$ cat src/hw/rtl/osc_message_parser_macros.svh
// ----------------------------------------------------------------------------
// osc_message_parser_macros
// Assertion macros for the OSC message parser.
// ----------------------------------------------------------------------------
`ifndef OSC_MESSAGE_PARSER_MACROS_SVH
`define OSC_MESSAGE_PARSER_MACROS_SVH

// Implication that holds on every clock edge outside reset.
`define OMP_ASSERT_IMPL(label, clk, rst_n, ante, cons) \
  label: assert property (@(posedge clk) disable iff (!rst_n) (ante) |-> (cons)) \
    else $error("osc_message_parser: check failed");

// Condition that never holds outside reset.
`define OMP_ASSERT_NEVER(label, clk, rst_n, cond) \
  label: assert property (@(posedge clk) disable iff (!rst_n) !(cond)) \
    else $error("osc_message_parser: forbidden condition");

`endif

$ cat src/hw/rtl/omp_pkg.sv
// ----------------------------------------------------------------------------
// omp_pkg
// Shared types and constants of the OSC message parser.
// ----------------------------------------------------------------------------
package omp_pkg;

  localparam int unsigned MaxTagsDefault = 16;
  localparam int unsigned QueueDepth     = 4;

  localparam logic [2:0] KindAddrChar = 3'd0;
  localparam logic [2:0] KindNumArg   = 3'd1;
  localparam logic [2:0] KindStrChar  = 3'd2;
  localparam logic [2:0] KindStrEnd   = 3'd3;
  localparam logic [2:0] KindMsgEnd   = 3'd4;

  localparam logic [2:0] StatusOk       = 3'd0;
  localparam logic [2:0] StatusBadLen   = 3'd1;
  localparam logic [2:0] StatusEmpty    = 3'd2;
  localparam logic [2:0] StatusAborted  = 3'd3;
  localparam logic [2:0] StatusOverflow = 3'd4;

  localparam logic [1:0] TypeInt  = 2'd0;
  localparam logic [1:0] TypeFlt  = 2'd1;
  localparam logic [1:0] TypeStr  = 2'd2;
  localparam logic [1:0] TypeUnk  = 2'd3;

  localparam logic [7:0] ChSpace = 8'h20;
  localparam logic [7:0] ChTilde = 8'h7E;
  localparam logic [7:0] ChComma = 8'h2C;
  localparam logic [7:0] ChI     = 8'h69;
  localparam logic [7:0] ChF     = 8'h66;
  localparam logic [7:0] ChS     = 8'h73;

  // one result of the parser
  typedef struct packed {
    logic [2:0]  kind;
    logic [3:0]  arg_index;
    logic [1:0]  arg_type;
    logic [31:0] value;
    logic [2:0]  status;
    logic [4:0]  arg_count;
    logic        address_empty;
    logic        last_of_run;
  } omp_result_t;

  // classified byte handed from front to back
  typedef struct packed {
    logic [7:0] data;
    logic       eop;
    logic       printable;
    logic       is_nul;
    logic       is_comma;
    logic [1:0] tag_class;
  } omp_item_t;

  function automatic logic [1:0] class_of(input logic [7:0] t);
    logic [1:0] c;
    c = TypeUnk;
    if (t == ChI) c = TypeInt;
    else if (t == ChF) c = TypeFlt;
    else if (t == ChS) c = TypeStr;
    return c;
  endfunction

endpackage

$ cat src/hw/rtl/omp_front.sv
// ----------------------------------------------------------------------------
// omp_front
// Accepts bytes, classifies them and pushes them into a short queue.
// ----------------------------------------------------------------------------
module omp_front
  import omp_pkg::*;
(
  input  logic       clk_i,
  input  logic       rst_ni,
  input  logic       in_valid_i,
  output logic       in_stall_o,
  input  logic [7:0] data_byte_i,
  input  logic       end_of_packet_i,
  input  logic       pop_i,
  output logic       q_valid_o,
  output omp_item_t  q_item_o
);

  localparam int unsigned PtrW = $clog2(QueueDepth);

  omp_item_t        mem_q [QueueDepth];
  logic [PtrW-1:0]  wr_q, wr_d, rd_q, rd_d;
  logic [PtrW:0]    cnt_q, cnt_d;
  logic             push;
  omp_item_t        item;

  assign in_stall_o = (cnt_q == (PtrW+1)'(QueueDepth));
  assign push       = in_valid_i && !in_stall_o;

  always_comb begin
    item.data      = data_byte_i;
    item.eop       = end_of_packet_i;
    item.printable = (data_byte_i >= ChSpace) && (data_byte_i <= ChTilde);
    item.is_nul    = (data_byte_i == 8'h00);
    item.is_comma  = (data_byte_i == ChComma);
    item.tag_class = class_of(data_byte_i);
  end

  assign q_valid_o = (cnt_q != '0);
  assign q_item_o  = mem_q[rd_q];

  always_comb begin
    wr_d  = push ? wr_q + 1'b1 : wr_q;
    rd_d  = pop_i ? rd_q + 1'b1 : rd_q;
    cnt_d = cnt_q + (PtrW+1)'(push) - (PtrW+1)'(pop_i);
  end

  always_ff @(posedge clk_i) begin
    if (push) mem_q[wr_q] <= item;
  end

  always_ff @(posedge clk_i or negedge rst_ni) begin
    if (!rst_ni) begin
      wr_q  <= '0;
      rd_q  <= '0;
      cnt_q <= '0;
    end else begin
      wr_q  <= wr_d;
      rd_q  <= rd_d;
      cnt_q <= cnt_d;
    end
  end

endmodule

$ cat src/hw/rtl/omp_back.sv
// ----------------------------------------------------------------------------
// omp_back
// Parser state machine; emits results through an output register.
// ----------------------------------------------------------------------------
module omp_back
  import omp_pkg::*;
#(
  parameter int unsigned MaxTags = MaxTagsDefault
) (
  input  logic        clk_i,
  input  logic        rst_ni,
  input  logic        q_valid_i,
  input  omp_item_t   q_item_i,
  output logic        pop_o,
  output logic        out_valid_o,
  input  logic        out_stall_i,
  output omp_result_t res_o
);

  localparam int unsigned TagW = $clog2(MaxTags + 1);
  localparam int unsigned IdxW = (MaxTags > 1) ? $clog2(MaxTags) : 1;

  typedef enum logic [6:0] {
    PhAddr    = 7'b0000001,
    PhAddrPad = 7'b0000010,
    PhTags    = 7'b0000100,
    PhTagPad  = 7'b0001000,
    PhArgs    = 7'b0010000,
    PhArgPad  = 7'b0100000,
    PhDone    = 7'b1000000
  } phase_e;

  typedef enum logic [1:0] {
    StRun   = 2'b01,
    StFlush = 2'b10
  } step_e;

  logic [1:0]  tag_mem_q [MaxTags];
  phase_e      ph_q, ph_d;
  step_e       st_q, st_d;
  logic [1:0]  off_q, off_d, len_q, len_d;
  logic [TagW-1:0] tcnt_q, tcnt_d, carg_q, carg_d;
  logic        ovf_q, ovf_d;
  logic [23:0] wbuf_q, wbuf_d;
  logic [1:0]  wb_q, wb_d;
  logic        aempty_q, aempty_d, first_q, first_d, hasch_q, hasch_d;
  logic        abort_q, abort_d;
  logic        tag_we;
  logic [1:0]  cur_cls;

  logic        ov_q;
  omp_result_t ores_q;
  logic        emit;
  omp_result_t r;
  logic        can_emit;

  assign can_emit    = !ov_q || !out_stall_i;
  assign out_valid_o = ov_q;
  assign res_o       = ores_q;

  always_comb begin
    if (carg_q < TagW'(MaxTags)) cur_cls = tag_mem_q[carg_q[IdxW-1:0]];
    else cur_cls = TypeUnk;
  end

  function automatic phase_e post_of(input phase_e pad, input logic [TagW-1:0] tc,
                                     input logic [TagW-1:0] ca);
    phase_e p;
    p = (ca < tc) ? PhArgs : PhDone;
    if (pad == PhAddrPad) p = PhTags;
    else if (pad == PhTagPad) p = (tc != '0) ? PhArgs : PhDone;
    return p;
  endfunction

  always_comb begin
    logic [7:0] b;
    logic       ends;
    phase_e     padp;
    b = q_item_i.data;
    ends = 1'b0;
    padp = PhAddrPad;
    ph_d = ph_q; st_d = st_q; off_d = off_q; len_d = len_q;
    tcnt_d = tcnt_q; carg_d = carg_q; ovf_d = ovf_q; wbuf_d = wbuf_q; wb_d = wb_q;
    aempty_d = aempty_q; first_d = first_q; hasch_d = hasch_q; abort_d = abort_q;
    tag_we = 1'b0; emit = 1'b0; r = '0; pop_o = 1'b0;

    unique case (st_q)
      StRun: begin
        if (q_valid_i && can_emit) begin
          pop_o = 1'b1;
          unique case (ph_q)
            PhAddr: begin
              if (q_item_i.is_nul) begin
                aempty_d = !hasch_q; ends = 1'b1; padp = PhAddrPad;
              end else if (q_item_i.printable) begin
                emit = 1'b1; r.kind = KindAddrChar; r.value = {24'd0, b};
                hasch_d = 1'b1;
              end else begin
                aempty_d = 1'b1; ends = 1'b1; padp = PhAddrPad;
              end
            end
            PhTags: begin
              if (q_item_i.is_nul) begin
                ends = 1'b1; padp = PhTagPad;
              end else if (q_item_i.printable) begin
                if (!(first_q && q_item_i.is_comma)) begin
                  if (tcnt_q < TagW'(MaxTags)) begin
                    tag_we = 1'b1; tcnt_d = tcnt_q + 1'b1;
                  end else ovf_d = 1'b1;
                end
              end else begin
                tcnt_d = '0; ovf_d = 1'b0; ends = 1'b1; padp = PhTagPad;
              end
              first_d = 1'b0;
            end
            PhArgs: begin
              if (cur_cls == TypeUnk) begin
                abort_d = 1'b1; ph_d = PhDone;
              end else if (cur_cls == TypeStr) begin
                if (q_item_i.is_nul) begin
                  if (hasch_q) begin
                    emit = 1'b1; r.kind = KindStrEnd; r.arg_index = carg_q[3:0];
                    r.arg_type = TypeStr;
                    carg_d = carg_q + 1'b1; ends = 1'b1; padp = PhArgPad;
                  end else begin
                    abort_d = 1'b1; ph_d = PhDone;
                  end
                end else if (q_item_i.printable) begin
                  emit = 1'b1; r.kind = KindStrChar; r.arg_index = carg_q[3:0];
                  r.arg_type = TypeStr; r.value = {24'd0, b}; hasch_d = 1'b1;
                end else begin
                  abort_d = 1'b1; ph_d = PhDone;
                end
              end else begin
                if (wb_q == 2'd3) begin
                  emit = 1'b1; r.kind = KindNumArg; r.arg_index = carg_q[3:0];
                  r.arg_type = cur_cls; r.value = {wbuf_q, b};
                  wbuf_d = '0; wb_d = '0; carg_d = carg_q + 1'b1;
                  ph_d = ((carg_q + 1'b1) < tcnt_q) ? PhArgs : PhDone;
                end else begin
                  wbuf_d = {wbuf_q[15:0], b}; wb_d = wb_q + 1'b1;
                end
              end
            end
            PhAddrPad, PhTagPad, PhArgPad: begin
              if (off_q == 2'd3) ph_d = post_of(ph_q, tcnt_q, carg_q);
            end
            default: ;
          endcase
          if (ends) begin
            hasch_d = 1'b0;
            ph_d = (off_q == 2'd3) ? post_of(padp, tcnt_d, carg_d) : padp;
          end
          off_d = off_q + 1'b1;
          len_d = len_q + 1'b1;
          if (q_item_i.eop) begin
            st_d = StFlush;
            // resolve the phase at end of packet up front, as the flush loop expects
            if (len_d != 2'd0) begin
              ph_d = PhDone;
            end else begin
              if (ph_d == PhAddr) aempty_d = 1'b1;
              if (ph_d == PhTags) begin
                tcnt_d = '0; ovf_d = 1'b0;
              end
              if (ph_d == PhAddr || ph_d == PhAddrPad || ph_d == PhTags) ph_d = PhDone;
              if (ph_d == PhTagPad || ph_d == PhArgPad) ph_d = post_of(ph_d, tcnt_d, carg_d);
            end
            if (emit) r.last_of_run = 1'b0;
          end else begin
            r.last_of_run = 1'b1;
          end
        end
      end
      StFlush: begin
        if (can_emit) begin
          emit = 1'b1;
          if (ph_q == PhArgs && cur_cls != TypeStr && cur_cls != TypeUnk) begin
            unique case (wb_q)
              2'd0: r.value = '0;
              2'd1: r.value = {wbuf_q[7:0], 24'd0};
              2'd2: r.value = {wbuf_q[15:0], 16'd0};
              default: r.value = {wbuf_q, 8'd0};
            endcase
            r.kind = KindNumArg; r.arg_index = carg_q[3:0]; r.arg_type = cur_cls;
            wbuf_d = '0; wb_d = '0; carg_d = carg_q + 1'b1;
            ph_d = ((carg_q + 1'b1) < tcnt_q) ? PhArgs : PhDone;
          end else if (ph_q == PhArgs) begin
            abort_d = 1'b1; ph_d = PhDone; emit = 1'b0;
          end else begin
            r.kind = KindMsgEnd; r.last_of_run = 1'b1; r.address_empty = aempty_q;
            if (len_q != 2'd0) begin
              r.status = StatusBadLen;
            end else if (ovf_q) begin
              r.status = StatusOverflow;
              r.arg_count = abort_q ? 5'd0 : 5'(tcnt_q);
            end else if (abort_q) begin
              r.status = StatusAborted;
            end else if (tcnt_q == '0 && aempty_q) begin
              r.status = StatusEmpty;
            end else begin
              r.status = StatusOk; r.arg_count = 5'(tcnt_q);
            end
            st_d = StRun; ph_d = PhAddr; off_d = '0; len_d = '0; tcnt_d = '0;
            carg_d = '0; ovf_d = 1'b0; wbuf_d = '0; wb_d = '0; aempty_d = 1'b1;
            first_d = 1'b1; hasch_d = 1'b0; abort_d = 1'b0;
          end
        end
      end
      default: ;
    endcase
  end

  always_ff @(posedge clk_i) begin
    if (tag_we) tag_mem_q[tcnt_q[IdxW-1:0]] <= q_item_i.tag_class;
    if (emit) ores_q <= r;
  end

  always_ff @(posedge clk_i or negedge rst_ni) begin
    if (!rst_ni) begin
      ph_q <= PhAddr; st_q <= StRun; off_q <= '0; len_q <= '0;
      tcnt_q <= '0; carg_q <= '0; ovf_q <= 1'b0; wbuf_q <= '0; wb_q <= '0;
      aempty_q <= 1'b1; first_q <= 1'b1; hasch_q <= 1'b0; abort_q <= 1'b0;
      ov_q <= 1'b0;
    end else begin
      ph_q <= ph_d; st_q <= st_d; off_q <= off_d; len_q <= len_d;
      tcnt_q <= tcnt_d; carg_q <= carg_d; ovf_q <= ovf_d; wbuf_q <= wbuf_d;
      wb_q <= wb_d; aempty_q <= aempty_d; first_q <= first_d; hasch_q <= hasch_d;
      abort_q <= abort_d;
      if (emit) ov_q <= 1'b1;
      else if (!out_stall_i) ov_q <= 1'b0;
    end
  end

endmodule

$ cat src/hw/rtl/osc_message_parser.sv
// Path: a byte is stored in a queue slot, and its first result then in the output register;
// an output stall holds later bytes in the queue.
// Throughput: one byte per cycle while neither the queue is full nor the output stalled;
// at packet end the back end flushes pending numeric arguments, then the message end.
// Reset: rst_ni, asynchronous active low, clears queue pointers and all parse state;
// the tag store holds no reset value and is only read after being written.
// ----------------------------------------------------------------------------
// osc_message_parser
// Byte-serial OSC message parser: front classifier, queue, back-end parser.
// ----------------------------------------------------------------------------
`include "osc_message_parser_macros.svh"

module osc_message_parser
  import omp_pkg::*;
#(
  parameter int unsigned MaxTags = MaxTagsDefault
) (
  input  logic        clk_i,
  input  logic        rst_ni,
  input  logic        in_valid_i,
  output logic        in_stall_o,
  input  logic [7:0]  data_byte_i,
  input  logic        end_of_packet_i,
  output logic        out_valid_o,
  input  logic        out_stall_i,
  output logic [2:0]  kind_o,
  output logic [3:0]  arg_index_o,
  output logic [1:0]  arg_type_o,
  output logic [31:0] value_o,
  output logic [2:0]  status_o,
  output logic [4:0]  arg_count_o,
  output logic        address_empty_o,
  output logic        last_of_run_o
);

  logic        q_valid, pop;
  omp_item_t   q_item;
  omp_result_t res;

  // front: classify each byte and queue it
  omp_front u_front (
    .clk_i, .rst_ni, .in_valid_i, .in_stall_o, .data_byte_i, .end_of_packet_i,
    .pop_i(pop), .q_valid_o(q_valid), .q_item_o(q_item)
  );

  // back: phase machine and output register
  omp_back #(.MaxTags(MaxTags)) u_back (
    .clk_i, .rst_ni, .q_valid_i(q_valid), .q_item_i(q_item), .pop_o(pop),
    .out_valid_o, .out_stall_i, .res_o(res)
  );

  assign kind_o          = res.kind;
  assign arg_index_o     = res.arg_index;
  assign arg_type_o      = res.arg_type;
  assign value_o         = res.value;
  assign status_o        = res.status;
  assign arg_count_o     = res.arg_count;
  assign address_empty_o = res.address_empty;
  assign last_of_run_o   = res.last_of_run;

  // a stalled result must hold
  `OMP_ASSERT_IMPL(a_hold, clk_i, rst_ni, out_valid_o && out_stall_i, ##1 $stable(value_o))
  // the queue is never popped empty
  `OMP_ASSERT_NEVER(a_pop_empty, clk_i, rst_ni, pop && !q_valid)
  // message end always closes a run
  `OMP_ASSERT_IMPL(a_end_last, clk_i, rst_ni,
                   out_valid_o && kind_o == KindMsgEnd, last_of_run_o)

endmodule
$ cat config.mk
export PLATFORM = sky130hd
export DESIGN_NAME = osc_message_parser
export DESIGN_NICKNAME = d
export VERILOG_FILES = /design/src/hw/rtl/omp_pkg.sv /design/src/hw/rtl/omp_front.sv /design/src/hw/rtl/omp_back.sv /design/src/hw/rtl/osc_message_parser.sv
export VERILOG_INCLUDE_DIRS = /design/src /design/src/hw/rtl
export SDC_FILE = /design/constraint.sdc
export NUM_CORES = 1
export LEC_CHECK = 0
export ABC_AREA = 1
export BUFFER_PORTS_ARGS = -buffer_cell sky130_fd_sc_hd__buf_2
export CELL_PAD_IN_SITES_DETAIL_PLACEMENT = 0
export CELL_PAD_IN_SITES_GLOBAL_PLACEMENT = 1
export CORE_ASPECT_RATIO = 1.5
export CORE_MARGIN = 8
export CORE_UTILIZATION = 39
export CTS_BUF_LIST = sky130_fd_sc_hd__clkbuf_4 sky130_fd_sc_hd__clkbuf_8 sky130_fd_sc_hd__clkbuf_16
export DETAILED_ROUTE_END_ITERATION = 16
export PLACE_DENSITY_LB_ADDON = 0.08
export SLEW_MARGIN = 20
export SYNTH_ARGS = -nofsm -noshare
export SYNTH_HDL_FRONTEND = slang
export SYNTH_SLANG_ARGS = --single-unit
$ cat constraint.sdc
create_clock -name clk_i -period 4.7 [get_ports clk_i]
set_input_delay 0.94 -clock clk_i [delete_from_list [all_inputs] [get_ports clk_i]]
set_output_delay 0.94 -clock clk_i [all_outputs]
set_load 0.02 [all_outputs]
==> reports/metrics.csv <==
stage,metric,value,unit
setup_path,path_max_fanout,6,
synthesis,yosysSeqAreaShare,0.544,
worst_hold_path,min_from,u_back.st_q[0],
pwr,p_leak,4.96,nW
setup_path,cp_common_cell,nand2_1,
setup_path,timing.rr.start,u_back.carg_q[0],
flow_run,cap_violations,0,
sta,hold_viol_final,0,
sta,final_max_slew_viol_count,0,
finish,instances_no_fill,1601,
setup_path,cpMaxStageDelayCell,dfrtp_2,
synthesis,syn_nets,1200,
sta,final.min_clock_period,4.31,ns
sta,fin_crit_sh,0.917,
synthesis,ys_ff_latch,201,
setup_path,crit_start,u_back.carg_q[0],
status,status,"finished, final reports clean",
finish,nFillCells,2626,
synthesis,synth_top_area_frac,0.396,
global_routing,antenna_found_initial,0,
synthesis,ys.flop_type,edfxtp_1,
route,vias,8365,
worst_hold_path,hold_path_class,reg2reg,
cts,cts.clk_slew.worst_paths,0.07,ns
placement,dp_hpwl,22.9,mm
cts,clockRootBuffer,clkbuf_16,
setup_path,criticalPathCategory,reg2reg,
pwr,power_density,334,nW/um2
sta,setup_viol,0,
cts,clk_latency,0.53,ns
finish,fin_nets,1300,
sta,relSlewSlack,0.380,
synthesis,synthDistinctLibCells,54,
pwr,power,4.14,mW
floorplan,die_area,32600,um2
cts,ctsHoldBuffers,0,
finish,drive_above_1_share,0.188,
cts,htree_levels,1,
cts,cts_tree,built,
finish,fin_area,12400,um2
route,drtIter0Drc,410,
route,first_pass_iters,5,
sta,max_freq,0.232,GHz
synthesis,synth_edf_count,139,
floorplan,core,26600,um2
placement,place_inst,1549,
placement,port-buffer-count,65,
route,routed_via_density,5.22,
global_routing,grt-ovfl-total,0,
setup_path,start_kind,flop,
setup_path,endpoint_kind,flop,
sta,tightest_slew,0.931,ns
synthesis,synthTopCellsByArea,"edfxtp_1 (40%), dfrtp_1 (14%), nand2_1 (8.9%)",
placement,dp_slack,0.0740,ns
synthesis,synth_area,10500,um2
global_routing,grt_max_degree,40,
floorplan,dieWidth,150,um
cts,cts_buffers,22,
floorplan,num_io_pins,66,
sta,fin_skew,0.0257,ns
floorplan,die_y,217,um
route,wire_per_inst,19.3,um
finish,synthToLayoutAreaGrowth,17.7,%
placement,placedInstanceArea,11400,um2
synthesis,yosys_warnings,0,
cts,cts_max_path_buffers,3,
sta,fin_ws,0.392,ns
setup_path,cp_slowest_stage_delay,0.48,ns
setup_path,arrival,4.72,ns
cts,cts_sinks,201,
placement,gp_congestion,0.883,
synthesis,synthArstFlopShare,0.308,
route,antenna_left,0,
finish,num_antenna_cells,0,
floorplan,num_rows,73,
global_routing,groute.usage.overall,0.192,
route,routed_wl,31.0,mm
pwr,peakVddDrop,288,uV
global_routing,first_global_vias,8515,
synthesis,synth_top_area_cell,edfxtp_1,
synthesis,syn_area_per_cell,9.17,um2
synthesis,syn_inst,1148,
sta,tns,0,ns
floorplan,initial_core_util,0.396,
route,drc,0,
setup_path,cp.required,5.11,ns
global_routing,grt_pass1_wl,48.4,mm
placed cells by master (no fill, tap or decap), drive strengths merged, types with 26 or more instances in the layout:
master / netlist / layout
nor2: 103 / 103
inv: 157 / 155
dfrtp: 58 / 58
o21ai: 89 / 89
nand2: 258 / 258
edfxtp: 139 / 139
ha: 38 / 38
nand3: 85 / 85
clkbuf: 22 / 26
a21oi: 59 / 59
buf: 13 / 110
path summary, 6_finish.rpt:
path	cells past startpoint	slack, ns	endpoint
worst max-delay path	30	0.39	u_back.ph_q[6]
worst min-delay path	2	0.50	u_back.st_q[0]
worst max register to register	30	0.39	u_back.ph_q[6]
worst min register to register	2	0.50	u_back.st_q[0]
max in group asynchronous	2	3.21	u_back.st_q[0]
min in group asynchronous	1	0.52	u_back.ph_q[3]
worst max-delay path, delay by kind of cell, from the launching register on:
| family | cells | cell delay, ns |
|---|---|---|
| simple gates | 22 | 2.15 |
| flops | 1 | 0.48 |
| fa+ha+maj | 2 | 0.51 |
| buf+inv | 1 | 0.14 |
| compound gates | 5 | 0.91 |
metal layers:
layer	GRT usage	vias to the layer above	wire [um]
met5	0	-	0
met4	0.0679	0	875
met3	0.0183	52	881
met2	0.366	147	16800
met1	0.214	4054	12400
li1	-	4112	-
state kept, by name, summed over array words and instances (netlist names), 3 cells and up:
| signal | cells |
|---|---|
| u_front.cnt_q | 3 |
| u_back.tcnt_q | 5 |
| u_back.wbuf_q | 24 |
| u_front.mem_q | 56 |
| u_back.carg_q | 5 |
| u_back.tag_mem_q | 32 |
| u_back.res_o | 51 |
| u_back.ph_q | 7 |
power by group:
group,internal (mW),switching (mW)
logic,0.0806,0.208
clock network,1.06,0.734
registers,2.02,0.0329
synth_stat cells, types with 10 or more instances:
library cell / number
nor3_1: 21
ha_1: 38
edfxtp_1: 139
nor2_1: 89
clkbuf_1: 22
inv_1: 142
nand3_1: 79
a22oi_1: 12
o22ai_1: 13
dfrtp_1: 58
inv_2: 15
a21oi_1: 58
nand4_1: 11
nand2_1: 249
o21ai_1: 10
o21ai_0: 76
cells by family after synthesis:
| group | count (synthesis) | share of synthesized area |
|---|---|---|
| AOI/OAI and AO/OA | 214 | 0.121 |
| xor gates and xnor gates | 8 | 0.00665 |
| adders and majority gates | 39 | 0.0471 |
| buffers and inverters | 195 | 0.0716 |
| DFF | 201 | 0.544 |
| and+or+nand+nor | 491 | 0.209 |
cell type report:
type                            instances  area [um2]  share of cell area
Clock buffer                           26         581              0.0468
Clock inverter                         14         173              0.0139
Inverter                              160         609              0.0492
Multi-Input combinational cell        752        4200               0.339
Sequential cell                       201        5730               0.463
Tap cell                              337         422              0.0340
Timing Repair Buffer                  110         672              0.0542
Timing Repair inverter                  1        5.00            0.000404
per-stage QoR:
step / utilization / hold WS [ns]
final: 0.466 / 0.502
after detailed placement: 0.429 / 0.496
after global routing: 0.466 / 0.522
after global placement: 0.429 / 0.493
after CTS: 0.458 / 0.510
after floorplan: - / 0.458
repair_timing:
item,4_1_cts,5_1_grt
resized for setup,0,38
hold endpoints to repair,0,0
setup buffers,0,10
endpoints found under the setup margin,0,2
No activity file was read; power rests on OpenSTA's default activity.
